`src/hdl/relaxed_newton_cubic_iteration_top_assert.svh`:
```
// ----------------------------------------------------------------------------
// relaxed newton cubic iteration assertion macros
// shared property forms for the block's concurrent checks
// ----------------------------------------------------------------------------
`ifndef RELAXED_NEWTON_CUBIC_ITERATION_TOP_ASSERT_SVH
`define RELAXED_NEWTON_CUBIC_ITERATION_TOP_ASSERT_SVH

// same-cycle implication under reset
`define RNCMP_ASSERT_NOW(lbl, ante, cons) \
    lbl: assert property (@(posedge i_clk) disable iff (!i_rst_n) (ante) |-> (cons)) \
        else $error("rncmp check failed");

// next-cycle implication under reset
`define RNCMP_ASSERT_NEXT(lbl, ante, cons) \
    lbl: assert property (@(posedge i_clk) disable iff (!i_rst_n) (ante) |=> (cons)) \
        else $error("rncmp check failed");

`endif

```
`src/hdl/rncmp_pkg.sv`:
```
// ----------------------------------------------------------------------------
// rncmp_pkg
// widths, codes, sequencer states and saturating fixed point helpers
// ----------------------------------------------------------------------------
package rncmp_pkg;

    localparam int W = 32;
    localparam int F = 24;
    localparam int MAGW = 2 * W + 1;

    localparam logic signed [W-1:0] FX_ONE = {{(W-F-1){1'b0}}, 1'b1, {F{1'b0}}};
    localparam logic signed [W+1:0] CL_MAX = {3'b000, {(W-1){1'b1}}};
    localparam logic signed [W+1:0] CL_MIN = {3'b111, {(W-1){1'b0}}};

    typedef enum logic [1:0] {
        CFG_MAX_ITER = 2'd0,
        CFG_EPS      = 2'd1,
        CFG_ALPHA_RE = 2'd2,
        CFG_ALPHA_IM = 2'd3
    } t_cfg_idx;

    typedef enum logic [4:0] {
        S_IDLE, S_INIT, S_EPSQ, S_LOOP, S_SQ1, S_SQ2,
        S_W1, S_W2, S_W3, S_C1, S_C2, S_C3, S_C4,
        S_D1, S_D2, S_D3, S_P1, S_P2, S_P3, S_P4,
        S_QR, S_QI, S_T1, S_T2, S_T3, S_T4, S_Z, S_DONE
    } t_state;

    typedef struct packed {
        logic              ovf;
        logic signed [W-1:0] val;
    } t_sat;

    typedef struct packed {
        logic            start;
        logic            neg;
        logic [2*W-1:0]  num;
        logic [2*W-1:0]  den;
    } t_div_req;

    typedef struct packed {
        logic                done;
        logic                ovf;
        logic signed [W-1:0] quo;
    } t_div_rsp;

    // sign and magnitude to word, clamping at the range ends
    function automatic t_sat fx_sat(input logic neg, input logic [MAGW-1:0] mag);
        logic [MAGW-1:0] lim_neg;
        t_sat r;
        lim_neg = MAGW'(1) << (W - 1);
        r.ovf = 1'b0;
        if (neg) begin
            if (mag > lim_neg) begin
                r.ovf = 1'b1;
                r.val = {1'b1, {(W-1){1'b0}}};
            end else begin
                r.val = -$signed(mag[W-1:0]);
            end
        end else begin
            if (mag > lim_neg - MAGW'(1)) begin
                r.ovf = 1'b1;
                r.val = {1'b0, {(W-1){1'b1}}};
            end else begin
                r.val = $signed(mag[W-1:0]);
            end
        end
        return r;
    endfunction

    // clamp an exact narrow signed sum to the word
    function automatic t_sat fx_clamp(input logic signed [W+1:0] s);
        t_sat r;
        r.ovf = 1'b0;
        r.val = s[W-1:0];
        if (s > CL_MAX) begin
            r.ovf = 1'b1;
            r.val = CL_MAX[W-1:0];
        end else if (s < CL_MIN) begin
            r.ovf = 1'b1;
            r.val = CL_MIN[W-1:0];
        end
        return r;
    endfunction

    function automatic logic signed [W+1:0] fx_ext(input logic signed [W-1:0] a);
        return {{2{a[W-1]}}, a};
    endfunction

    function automatic t_sat fx_add(input logic signed [W-1:0] a,
                                    input logic signed [W-1:0] b);
        return fx_clamp(fx_ext(a) + fx_ext(b));
    endfunction

    function automatic t_sat fx_sub(input logic signed [W-1:0] a,
                                    input logic signed [W-1:0] b);
        return fx_clamp(fx_ext(a) - fx_ext(b));
    endfunction

    function automatic t_sat fx_mul3(input logic signed [W-1:0] a);
        return fx_clamp(fx_ext(a) + (fx_ext(a) <<< 1));
    endfunction

    // round an exact magnitude product half away from zero
    function automatic t_sat fx_round(input logic [2*W-1:0] p, input logic neg);
        logic [MAGW-1:0] m;
        m = ({1'b0, p} + (MAGW'(1) << (F - 1))) >> F;
        return fx_sat(neg, m);
    endfunction

    function automatic logic [W-1:0] fx_abs(input logic signed [W-1:0] a);
        return a[W-1] ? W'(-a) : W'(a);
    endfunction

endpackage

```
`src/hdl/rncmp_div.sv`:
```
// ----------------------------------------------------------------------------
// rncmp_div
// bit-serial restoring divider: floor(|n| * 2^F / d), signed, saturated
// ----------------------------------------------------------------------------
module rncmp_div (
    input  logic                i_clk,
    input  logic                i_rst_n,
    input  rncmp_pkg::t_div_req i_req,
    output rncmp_pkg::t_div_rsp o_rsp
);
    localparam int W  = rncmp_pkg::W;
    localparam int F  = rncmp_pkg::F;
    localparam int SH = W - F;
    localparam int CW = $clog2(W + 1);

    logic            r_busy, r_done, r_neg, r_big;
    logic [CW-1:0]   r_cnt;
    logic [2*W-1:0]  r_rem, r_den;
    logic [W-1:0]    r_sh, r_q;
    logic [2*W:0]    trial;
    logic            fits;
    logic            big;
    rncmp_pkg::t_sat res;

    // quotient would need more than a word: saturate without iterating
    assign big = {{SH{1'b0}}, i_req.num} >= {i_req.den, {SH{1'b0}}};

    // one quotient bit per cycle
    assign trial = {r_rem, r_sh[W-1]};
    assign fits  = trial >= {1'b0, r_den};

    always_ff @(posedge i_clk) begin
        if (!i_rst_n) begin
            r_busy <= 1'b0;
            r_done <= 1'b0;
            r_cnt  <= '0;
        end else begin
            r_done <= 1'b0;
            if (!r_busy && i_req.start) begin
                r_busy <= 1'b1;
                r_cnt  <= big ? CW'(W) : '0;
            end else if (r_busy) begin
                if (r_cnt == CW'(W)) begin
                    r_busy <= 1'b0;
                    r_done <= 1'b1;
                end else begin
                    r_cnt <= r_cnt + CW'(1);
                end
            end
        end
    end

    // datapath
    always_ff @(posedge i_clk) begin
        if (!r_busy && i_req.start) begin
            r_neg <= i_req.neg;
            r_big <= big;
            r_den <= i_req.den;
            r_rem <= i_req.num >> SH;
            r_sh  <= {i_req.num[SH-1:0], {F{1'b0}}};
            r_q   <= '0;
        end else if (r_busy && r_cnt != CW'(W)) begin
            r_rem <= fits ? (2*W)'(trial - {1'b0, r_den}) : trial[2*W-1:0];
            r_sh  <= r_sh << 1;
            r_q   <= {r_q[W-2:0], fits};
        end
    end

    assign res = rncmp_pkg::fx_sat(r_neg, r_big ? (rncmp_pkg::MAGW'(1) << W)
                                                : rncmp_pkg::MAGW'(r_q));
    assign o_rsp.done = r_done;
    assign o_rsp.ovf  = res.ovf;
    assign o_rsp.quo  = res.val;
endmodule

```
`config.mk`:
```
export PLATFORM = sky130hd
export DESIGN_NAME = rncmp_div
export DESIGN_NICKNAME = d
export VERILOG_FILES = /design/src/hdl/relaxed_newton_cubic_iteration_top_assert.svh /design/src/hdl/rncmp_pkg.sv /design/src/hdl/rncmp_div.sv
export SDC_FILE = /design/constraint.sdc
export NUM_CORES = 1
export LEC_CHECK = 0
export ABC_AREA = 1
export ABC_CLOCK_PERIOD_IN_PS = 4220
export BUFFER_PORTS_ARGS = -buffer_cell sky130_fd_sc_hd__buf_2
export CORE_UTILIZATION = 45
export CTS_CLUSTER_DIAMETER = 30
export DETAILED_ROUTE_END_ITERATION = 7
export GPL_TIMING_DRIVEN = 0
export HOLD_SLACK_MARGIN = 0.15
export PLACE_DENSITY = 0.6
export SYNTH_ARGS = -nofsm -noshare
export SYNTH_HDL_FRONTEND = slang
export SYNTH_SLANG_ARGS = --single-unit
```
`constraint.sdc`:
```
create_clock -name i_clk -period 4.22 [get_ports i_clk]
set_input_delay 0.211 -clock i_clk [delete_from_list [all_inputs] [get_ports i_clk]]
set_output_delay 0.211 -clock i_clk [all_outputs]
set_load 0.05 [all_outputs]
```
* After elaboration in Yosys (flattened, before gate mapping) *
Cells that the tools add are included.

word-level totals
  word-level logic and storage cells = 48
  bits in latches = 0
  flip-flop bits (word level) = 178
  bits in writable memories = 0
  output and inout port bits = 34
  input bits = 132
  memory bits (read-only) = 0
  memories kept = 0

operators by class
  $mul = 0
  add/subtract/negate cells = 3
  div/mod/pow operators = 0
  $lt $le $gt $ge = 4
  bitwise operators = 2
  multiplexer cells = 19
  shift-type cells = 0
  reduce and logical (&&, ||, !) cells = 7
  equal/unequal tests = 3

operators with widths
  operator              number
  $mux 32               4
  $mux 56               2
  $ge 64x72->1          1
  $mux 33               2
  $ge 65x64->1          1
  $mux 64               1
  $sub 64x64->64        1
  $gt 33x31->1 const B  1
  $gt 33x32->1 const B  1
  $neg 32->32           1
  $mux 6                4
  $add 6x1->6 const B   1
  $eq 6x6->1 const B    1
  $mux 1                6
  $ne 6x6->1 const B    1
  $reduce_bool 2->1     2
  $reduce_or 3->1       1
  $logic_and 1x1->1     2
  $ne 2x1->1 const B    1
  $not 1->1             2
  $reduce_and 2->1      1
  $logic_not 1->1       1

* Logic depth before layout (Yosys ltp) *
Gate-level depths: netlist of run 1.

  depth in word-level cells = 4
  mapped depth = 19
  depth with buffers taken out = 19

* Worst setup path before layout of run 1 *
No wires, ideal clock.

  kind = register to register
  start point = register r_cnt[0]
  end point = register r_rem[0], enable pin
  setup time = 0.454 ns
  required time = 3.766 ns
  setup slack = 0.578 ns
  period minus slack after synthesis = 3.642 ns
  stages on the path, launching flop included = 9
  buffers on the path = 1
  arrival time = 3.189 ns
  cells stage by stage = dfxtp_1 > inv_1 > ha_1 > nand3_1 > nor2_1 > nor2_1 > nor2_1 > clkinv_1 > clkbuf_1

between the ends
  cells in the longest elaborated chain, start to end = 3

ends and longest elaborated chain
  element                             line             source
  start: declaration                  rncmp_div.sv:17  logic [CW-1:0] r_cnt;
  start signal: assignment            rncmp_div.sv:41  r_cnt <= big ? CW'(W) : '0;
  start signal: assignment            rncmp_div.sv:47  r_cnt <= r_cnt + CW'(1);
  $ne 6x6->1                          rncmp_div.sv:62  end else if (r_busy && r_cnt != CW'(W)) begin
  $logic_and 1x1->1                   rncmp_div.sv:62
  $reduce_bool 2->1 (no source line)  --
  end signal: assignment              rncmp_div.sv:59  r_rem <= i_req.num >> SH;
  end signal: assignment              rncmp_div.sv:63  r_rem <= fits ? (2*W)'(trial - {1'b0, r_den}) : trial[2*W-1:0];
  end: declaration                    rncmp_div.sv:18  logic [2*W-1:0] r_rem, r_den;

No other way between the ends.
A chain may end at the register's enable or synchronous reset.

==> impl_table.tex, run 1 <==
\begin{tabular}{lr}
\hline
Metric & Value \\
\hline
\multicolumn{2}{l}{\textbf{Global routing}} \\
\quad Gr ovfl total & 0 \\
\quad Vias in the first global route & 16610 \\
\quad Most Crowded Layer GR & met2 \\
\quad Antenna violations before repair & 2 \\
\quad GR Layer Usage met1 & about two fifths \\
\quad Met3 Track Usage GR & under 10\% \\
\quad Largest net degree at the start of global routing & 55 \\
\quad Met2 demand-to-capacity share in global routing & $\sim$53\% \\
\quad Wire length of the first global-routing pass & $\sim$88000 um \\
\quad Aggregate global-route resource usage & between 30\% and 40\% \\
\multicolumn{2}{l}{\textbf{CTS}} \\
\quad TritonCTS clock tree & yes \\
\quad Clock Sink Count & 178 \\
\quad Register clock-pin slew on the reported worst setup and hold paths & around 80 ps \\
\quad Maximum buffer depth of the clock tree & 2 \\
\quad TritonCTS buffer count & 17 \\
\quad Clock network latency to the later pin of the worst-skew pair & roughly 490 ps \\
\quad Resized cells post-CTS & 0 \\
\quad Number of levels in the clock H-tree & 4 \\
\quad Root cell of the clock tree & sky130\_fd\_sc\_hd\_\_clkbuf\_16 \\
\multicolumn{2}{l}{\textbf{Power}} \\
\quad Share of total power consumed by net switching & between 40 and 50\% \\
\quad P\_leak & approximately 11 nW \\
\quad Part of the power in the clock network & around 18\% \\
\quad P\_sw & 4.873 mW \\
\quad Pint & between 5 and 6 mW \\
\quad Total design power & between 9 and 10 mW \\
\quad Share of total power in combinational logic & 57.9\% \\
\quad Power per Cell Area & $\sim$500 nW/um\^{}2 \\
\quad Power share of the sequential group & between 20 and 25\% \\
\quad VDD IR max & 0.0003051 V \\
\multicolumn{2}{l}{\textbf{Drt}} \\
\quad Pre-antenna DRT Iters & 8 \\
\quad Starting DRT DRC Count & approximately 1100 \\
\quad Routed vias/inst & 5.048 \\
\quad Final routed wire length divided by cell count & roughly 17 um \\
\quad Final ANT Viol Nets & 0 \\
\quad Post-route DRC & 18 \\
\quad Routed Wire Length & $\sim$57000 um \\
\quad Total via count in the routed design & around 17000 \\
\multicolumn{2}{l}{\textbf{Run status}} \\
\quad Violated checks & design-rule violations \\
\quad Status & complete, but fails checks \\
\multicolumn{2}{l}{\textbf{Die}} \\
\quad Die Span Y & 192.7 um \\
\quad Core Area & $\sim$36000 um\^{}2 \\
\quad Placement row count & 69 \\
\quad Initial Util & between 40\% and 50\% \\
\quad Top-level port count & $\sim$170 \\
\quad Die width & 192.7 um \\
\quad Area enclosed by the die boundary & between 30000 and 40000 um\^{}2 \\
\multicolumn{2}{l}{\textbf{Yosys}} \\
\quad Post-synthesis net count & around 2800 \\
\quad EDFF count, synth & between 100 and 150 \\
\quad FFs w/ async S/R, synth & 0\% \\
\quad Netlist area before placement & between 15000 and 20000 um\^{}2 \\
\quad Post-Syn Area per Cell & about 6.4 um\^{}2 \\
\quad Most used DFF post-synth & sky130\_fd\_sc\_hd\_\_edfxtp\_1 \\
\quad Number of instances in the synthesized netlist & 2566 \\
\quad Flop and latch count out of synthesis & between 150 and 200 \\
\quad Library cells used by synthesis & 42 \\
\quad Yosys warning total & 0 \\
\quad Seq/Total Area, Yosys & approximately 30\% \\
\multicolumn{2}{l}{\textbf{Finish}} \\
\quad Commonest non-fill, non-tap cell in the layout & sky130\_fd\_sc\_hd\_\_nand2\_1 \\
\quad Ratio of cells with drive above 1 in the final layout & under 10\% \\
\quad Fin nets & around 3100 \\
\quad Final-layout fill cell count & roughly 3600 \\
\quad Syn-to-layout area delta & 20.87\% \\
\quad Commonest non-fill, non-tap cells in the layout & sky130\_fd\_sc\_hd\_\_nand2\_1 (921), sky130\_fd\_sc\_hd\_\_inv\_1 (504), sky130\_fd\_sc\_hd\_\_nor2\_1 (192), sky130\_fd\_sc\_hd\_\_buf\_2 (170), sky130\_fd\_sc\_hd\_\_nand3\_1 (143) \\
\multicolumn{2}{l}{\textbf{STA}} \\
\quad Setup repair after global routing missed its margin & false \\
\quad Minimum clock period & between 3000 and 4000 ps \\
\quad Setup skew after layout & $\sim$24 ps \\
\quad Endpoints failing setup & 0 \\
\quad Final hold viol count & 0 \\
\quad Slew Viols, Final & 0 \\
\quad Setup TNS after final layout & 0 ps \\
\quad Transition time at the pin with the least slew margin & around 960 ps \\
\quad Tcrit/Tclk final & between 80 and 90\% \\
\quad Rel. slew slack & $\sim$36\% \\
\quad Maximum frequency from static timing analysis & between 200 and 300 MHz \\
\multicolumn{2}{l}{\textbf{Placement}} \\
\quad Number of port buffers & 165 \\
\quad Routability cong. & $\sim$1.0 \\
\quad Detailed placer's ending HPWL & about 46000 um \\
\multicolumn{2}{l}{\textbf{Critical path}} \\
\quad Element type at the critical path end & output port \\
\quad Crit Path Category & register to output port \\
\quad Crit path DAT & about 3500 ps \\
\quad Req. time, crit path & around 4000 ps \\
\quad Critical Path Start Type & register \\
\quad Flop2flop setup slack & about 690 ps \\
\quad Maximum fanout along the worst path & 10 \\
\multicolumn{2}{l}{\textbf{Worst hold path}} \\
\quad Hold Path Class & primary input to register \\
\multicolumn{2}{l}{\textbf{Run}} \\
\quad Max Cap Viol & 0 \\
\hline
\end{tabular}
## power by group through the flow
stage	clock, mW	combinational (mW)	sequential [mW]
6_report	1.78	5.76	2.42
5_1_grt	1.87	6.41	2.45
4_1_cts	1.81	5.71	2.41
3_5_place_dp	0	5.58	2.44
3_3_place_gp	0	5.53	2.46
2_1_floorplan	0	3.99	2.40
## critical path: stages (launching register included)
cell and delay [ps]:
sky130_fd_sc_hd__edfxtp_1 390, sky130_fd_sc_hd__inv_2 130, sky130_fd_sc_hd__nand2_1 170, sky130_fd_sc_hd__ha_1 200, sky130_fd_sc_hd__nand3_1 130, sky130_fd_sc_hd__nor3_2 190, sky130_fd_sc_hd__and2_2 240, sky130_fd_sc_hd__nand3_4 120
sky130_fd_sc_hd__nor2_2 220, sky130_fd_sc_hd__nand3_2 170, sky130_fd_sc_hd__nand2_2 110, sky130_fd_sc_hd__nand2_2 150, sky130_fd_sc_hd__buf_2 240, sky130_fd_sc_hd__o21ai_1 190, sky130_fd_sc_hd__buf_2 290
## timing repair
item	4_1_cts	5_1_grt
endpoints found under the hold margin	137	0
hold buffers	130	0
setup buffers	0	0
## metrics by stage
| step | setup WS, ps | util, % | hold WS [ps] | std cells | instance area [um^2] |
|---|---|---|---|---|---|
| after floorplan | 577.6 | - | 308.6 | 2566 | 16360 |
| after global placement | -1017 | 49.83 | 388.0 | 3192 | 17770 |
| after detailed placement | 764.0 | 50.01 | 403.1 | 3194 | 17830 |
| after CTS | 512.6 | 55.46 | 434.3 | 3356 | 19780 |
| after global routing | 362.8 | 55.48 | 452.4 | 3358 | 19780 |
| final | 546.8 | 55.48 | 442.0 | 3358 | 19780 |
## cell usage after synthesis (all sizes together), types with 5 or more instances
cell    instances  area share (%)
edfxtp        130              24
nand4          20            0.76
xnor2          47             2.5
o21a            5            0.23
nor4            5            0.19
dfxtp          48             5.9
o21ai          84             2.6
a21oi          87             2.7
ha            124             9.5
nor3           37             1.3
nand2         927              21
nor2          195             4.5
clkbuf         36            0.83
nand3         147             4.7
o22ai          31             1.2
inv           517              12
xor2           19             1.0
buf            16            0.84
nand3b         75             3.4
## flip-flops by register name, summed over array words and instances (netlist names)
register,flops
r_den,64
r_rem,64
r_q,32
r_sh,8
r_cnt,6
r_big,1
r_busy,1
r_done,1
r_neg,1
## per-layer routing
layer / vias to the layer above / wire length, um / part of all wire, %
li1: 8648 / - / -
met1: 7754 / 26100 / 46
met2: 475 / 26420 / 46
met3: 73 / 2981 / 5.2
met4: 0 / 1862 / 3.2
met5: - / 0 / 0
## worst paths after layout
path	end	cells after the start	start
worst max register to register	r_rem[44]$_DFFE_PP_	16	r_rem[2]$_DFFE_PP_
worst max-delay path	o_rsp[14]	14	r_big$_DFFE_PP_
worst min register to register	r_cnt[4]$_SDFFE_PN0P_	2	r_cnt[4]$_SDFFE_PN0P_
worst min-delay path	r_neg$_DFFE_PP_	2	i_req[128]
## area by class of cell
class,instances,area (um^2),share of cell area (%)
multi-input combinational,1817,9279,46.91
sequential,178,4865,24.59
clock inverter,13,168.9,0.8539
inverter,519,1948,9.849
tap,461,576.8,2.916
clock buffer,19,475.5,2.404
antenna,2,5.005,0.02530
buffer,52,280.3,1.417
timing repair buffer,297,2182,11.03
## kinds of logic (layout without fill, tap and decap cells)
kind of cell	after synthesis	in the layout	synth area share [%]
AND/OR/NAND/NOR	1412	1412	36.57
buffers and inverters	571	900	13.57
AO/OA/AOI/OAI	214	214	6.996
flip-flops	178	178	29.73
adder cells (fa/ha/maj)	125	125	9.603
XOR/XNOR	66	66	3.532
other	0	2	0
(Power assumes the default switching activity.)
==> run 2, diff against run 1 <==
MAX_ROUTING_LAYER = met4   (was default)
==> impl_table.tex, run 2 (synthesis results as in run 1) <==
\begin{tabular}{lr}
\hline
Metric & Value \\
\hline
\multicolumn{2}{l}{\textbf{CTS}} \\
\quad Clock network latency to the later pin of the worst-skew pair & 490 ps (about the same) \\
\quad Number of levels in the clock H-tree & 4 (unchanged) \\
\quad Clock Sink Count & 178 (unchanged) \\
\quad Maximum buffer depth of the clock tree & 2 (unchanged) \\
\quad TritonCTS buffer count & 17 (unchanged) \\
\quad Register clock-pin slew on the reported worst setup and hold paths & 90 ps (about the same) \\
\quad Resized cells post-CTS & 0 (unchanged) \\
\quad Root cell of the clock tree & sky130\_fd\_sc\_hd\_\_clkbuf\_16 \\
\quad TritonCTS clock tree & yes \\
\multicolumn{2}{l}{\textbf{Die}} \\
\quad Top-level port count & 166 (unchanged) \\
\quad Placement row count & 69 (unchanged) \\
\quad Core Area & 35660 um\^{}2 (unchanged) \\
\quad Area enclosed by the die boundary & 37130 um\^{}2 (unchanged) \\
\quad Die width & 192.7 um (unchanged) \\
\quad Initial Util & 45.90\% (unchanged) \\
\quad Die Span Y & 192.7 um (unchanged) \\
\multicolumn{2}{l}{\textbf{Run status}} \\
\quad Violated checks & design-rule violations \\
\quad Status & complete, but fails checks \\
\multicolumn{2}{l}{\textbf{STA}} \\
\quad Rel. slew slack & 36.05\% (+0.30 points) \\
\quad Transition time at the pin with the least slew margin & 959.3 ps (-4.528 ps) \\
\quad WHS & 162.1 ps (-279.9 ps) \\
\quad Setup TNS after final layout & 0 ps (unchanged) \\
\quad Maximum frequency from static timing analysis & 268.3 MHz (-1.5\%) \\
\quad Minimum clock period & 3727 ps (+54.10 ps) \\
\quad Endpoints failing setup & 0 (unchanged) \\
\quad Slew Viols, Final & 0 (unchanged) \\
\quad Setup skew after layout & 26.58 ps (+2.976 ps) \\
\quad Final hold viol count & 0 (unchanged) \\
\quad Tcrit/Tclk final & 88.32\% (+1.3 points) \\
\quad Setup repair after global routing missed its margin & false \\
\multicolumn{2}{l}{\textbf{Critical path}} \\
\quad Critical Path Start Type & register \\
\quad Crit path DAT & 3520 ps (+60 ps) \\
\quad Reg2reg path depth & 12 (-4) \\
\quad Req. time, crit path & 4010 ps (about the same) \\
\quad Element type at the critical path end & output port \\
\quad Flop2flop setup slack & 630 ps (-60 ps) \\
\quad CP Capture Point & o\_rsp[14] \\
\quad Critical Path Source & r\_big\$\_DFFE\_PP\_ \\
\quad Origin of the critical flop-to-flop path & r\_rem[47]\$\_DFFE\_PP\_ \\
\quad Crit Path Category & register to output port \\
\quad Maximum fanout along the worst path & 10 (unchanged) \\
\quad Capture instance of the worst register-to-register path & r\_rem[3]\$\_DFFE\_PP\_ \\
\multicolumn{2}{l}{\textbf{Power}} \\
\quad Power per Cell Area & 502.6 nW/um\^{}2 (-0.20\%) \\
\quad P\_leak & 10.59 nW (-0.14\%) \\
\quad VDD IR max & 0.0003053 V (about the same) \\
\multicolumn{2}{l}{\textbf{Finish}} \\
\quad Syn-to-layout area delta & 20.66\% \\
\quad Fin nets & 3138 (-0.032\%) \\
\quad Post-Route Utilization & 55.38\% (-0.098 points) \\
\quad Final-layout fill cell count & 3632 (+1.3\%) \\
\quad Commonest non-fill, non-tap cell in the layout & sky130\_fd\_sc\_hd\_\_nand2\_1 \\
\quad Finished layout cell area & 19750 um\^{}2 (-0.18\%) \\
\quad Largest regs & r\_den: 64 flops, r\_rem: 64 flops, r\_q: 32 flops \\
\quad Commonest non-fill, non-tap cells in the layout & sky130\_fd\_sc\_hd\_\_nand2\_1 (921), sky130\_fd\_sc\_hd\_\_inv\_1 (504), sky130\_fd\_sc\_hd\_\_nor2\_1 (192), sky130\_fd\_sc\_hd\_\_buf\_2 (170), sky130\_fd\_sc\_hd\_\_nand3\_1 (143) \\
\quad Ratio of cells with drive above 1 in the final layout & 8.708\% (about the same) \\
\multicolumn{2}{l}{\textbf{Global routing}} \\
\quad Vias in the first global route & 16504 (-0.64\%) \\
\quad Largest net degree at the start of global routing & 54 (-1.8\%) \\
\quad Gr ovfl total & 0 (unchanged) \\
\quad Wire length of the first global-routing pass & 88600 um (+0.34\%) \\
\quad Antenna violations before repair & 2 (unchanged) \\
\quad Aggregate global-route resource usage & 32.69\% (+1.2 points) \\
\multicolumn{2}{l}{\textbf{Drt}} \\
\quad Total via count in the routed design & 17064 (+0.67\%) \\
\quad Final routed wire length divided by cell count & 17.33 um (+1.4\%) \\
\quad Final ANT Viol Nets & 0 (unchanged) \\
\quad Routed vias/inst & 5.083 (+0.70\%) \\
\quad Post-route DRC & 18 (unchanged) \\
\quad Pre-antenna DRT Iters & 8 (unchanged) \\
\quad Routed Wire Length & 58170 um (+1.4\%) \\
\quad Starting DRT DRC Count & 1185 (+3.9\%) \\
\multicolumn{2}{l}{\textbf{Placement}} \\
\quad Number of port buffers & 165 (unchanged) \\
\quad Placed cell areas & 17830 um\^{}2 (unchanged) \\
\quad Routability cong. & 1.014 (+1.0\%) \\
\quad Detailed placer's ending HPWL & 46550 um (+1.0\%) \\
\multicolumn{2}{l}{\textbf{Worst hold path}} \\
\quad Hold Path Class & primary input to register \\
\quad Worst Min Path Start & i\_req[71] \\
\multicolumn{2}{l}{\textbf{Run}} \\
\quad Max Cap Viol & 0 (unchanged) \\
\hline
\end{tabular}
==> run 2: changes by cell type in the layout (fill, tap and decap cells not counted) <==
cell	change
sky130_fd_sc_hd__inv_4	+1
sky130_fd_sc_hd__dlygate4sd3_1	-1
sky130_fd_sc_hd__inv_12	+1
sky130_fd_sc_hd__clkinv_4	-1
sky130_fd_sc_hd__clkbuf_16	-2
sky130_fd_sc_hd__inv_8	+1
==> run 2: routing by layer <==
layer | global-route usage, % | routed length, um | vias up
met3 | 4.092 | 3109 | 90
met2 | 53.60 | 26610 | 501
met4 | 11.93 | 2044 | 0
li1 | - | - | 8645
met5 | - | 0 | -
met1 | 41.06 | 26410 | 7828
==> run 2: worst max-delay path, cell delays in order (launching register included) <==
cell,delay [ps]
sky130_fd_sc_hd__edfxtp_1,390
sky130_fd_sc_hd__inv_2,130
sky130_fd_sc_hd__nand2_1,150
sky130_fd_sc_hd__ha_1,210
sky130_fd_sc_hd__nand3_1,140
sky130_fd_sc_hd__nor3_2,200
sky130_fd_sc_hd__and2_2,240
sky130_fd_sc_hd__nand3_4,130
sky130_fd_sc_hd__nor2_2,230
sky130_fd_sc_hd__nand3_2,170
sky130_fd_sc_hd__nand2_2,110
sky130_fd_sc_hd__nand2_2,150
sky130_fd_sc_hd__buf_2,240
sky130_fd_sc_hd__o21ai_1,210
sky130_fd_sc_hd__buf_2,310
==> run 2: final cells by class <==
type | count | area (um^2) | share of cell area [%]
Antenna cell | 2 | 5.005 | 0.02535
Buffer | 52 | 280.3 | 1.419
Multi-Input combinational cell | 1817 | 9279 | 46.99
Inverter | 519 | 1948 | 9.866
Timing Repair Buffer | 296 | 2172 | 11.00
Clock inverter | 15 | 193.9 | 0.9822
Clock buffer | 17 | 425.4 | 2.154
Sequential cell | 178 | 4865 | 24.64
Tap cell | 461 | 576.8 | 2.921
==> run 2: worst min-delay path by stage <==
stage / to / slack (ps) / cells after the start
2_1_floorplan: r_cnt[5]$_SDFFE_PN0P_ / 310 / 2
3_3_place_gp: r_neg$_DFFE_PP_ / 390 / 1
3_5_place_dp: r_neg$_DFFE_PP_ / 390 / 1
4_1_cts: r_sh[31]$_DFFE_PP_ / 160 / 3
5_1_grt: r_sh[31]$_DFFE_PP_ / 210 / 3
6_report: r_sh[31]$_DFFE_PP_ / 160 / 3
==> run 2: per-stage QoR <==
stage | total power [mW] | std cells | setup WS, ps
finish | 9.925 | 3357 | 492.7
global route | 10.67 | 3357 | 289.7
CTS | 9.879 | 3355 | 513.0
detailed placement | 8.029 | 3194 | 740.0
global placement | 7.982 | 3192 | -990.5
floorplan | 6.391 | 2566 | 577.6
==> run 2: what timing repair did <==
action / CTS / global route
hold buffers: 129 / 0
endpoints found under the hold margin: 136 / 0
buffers inserted: 0 / 0
==> run 2: power breakdown <==
| part | internal [mW] | leakage (nW) | total [mW] | switching [mW] |
|---|---|---|---|---|
| logic | 1.94 | 8.63 | 5.78 | 3.83 |
| registers | 2.27 | 1.66 | 2.42 | 0.151 |
| clock network | 0.822 | 0.303 | 1.73 | 0.910 |
| total | 5.03 | 10.6 | 9.92 | 4.90 |
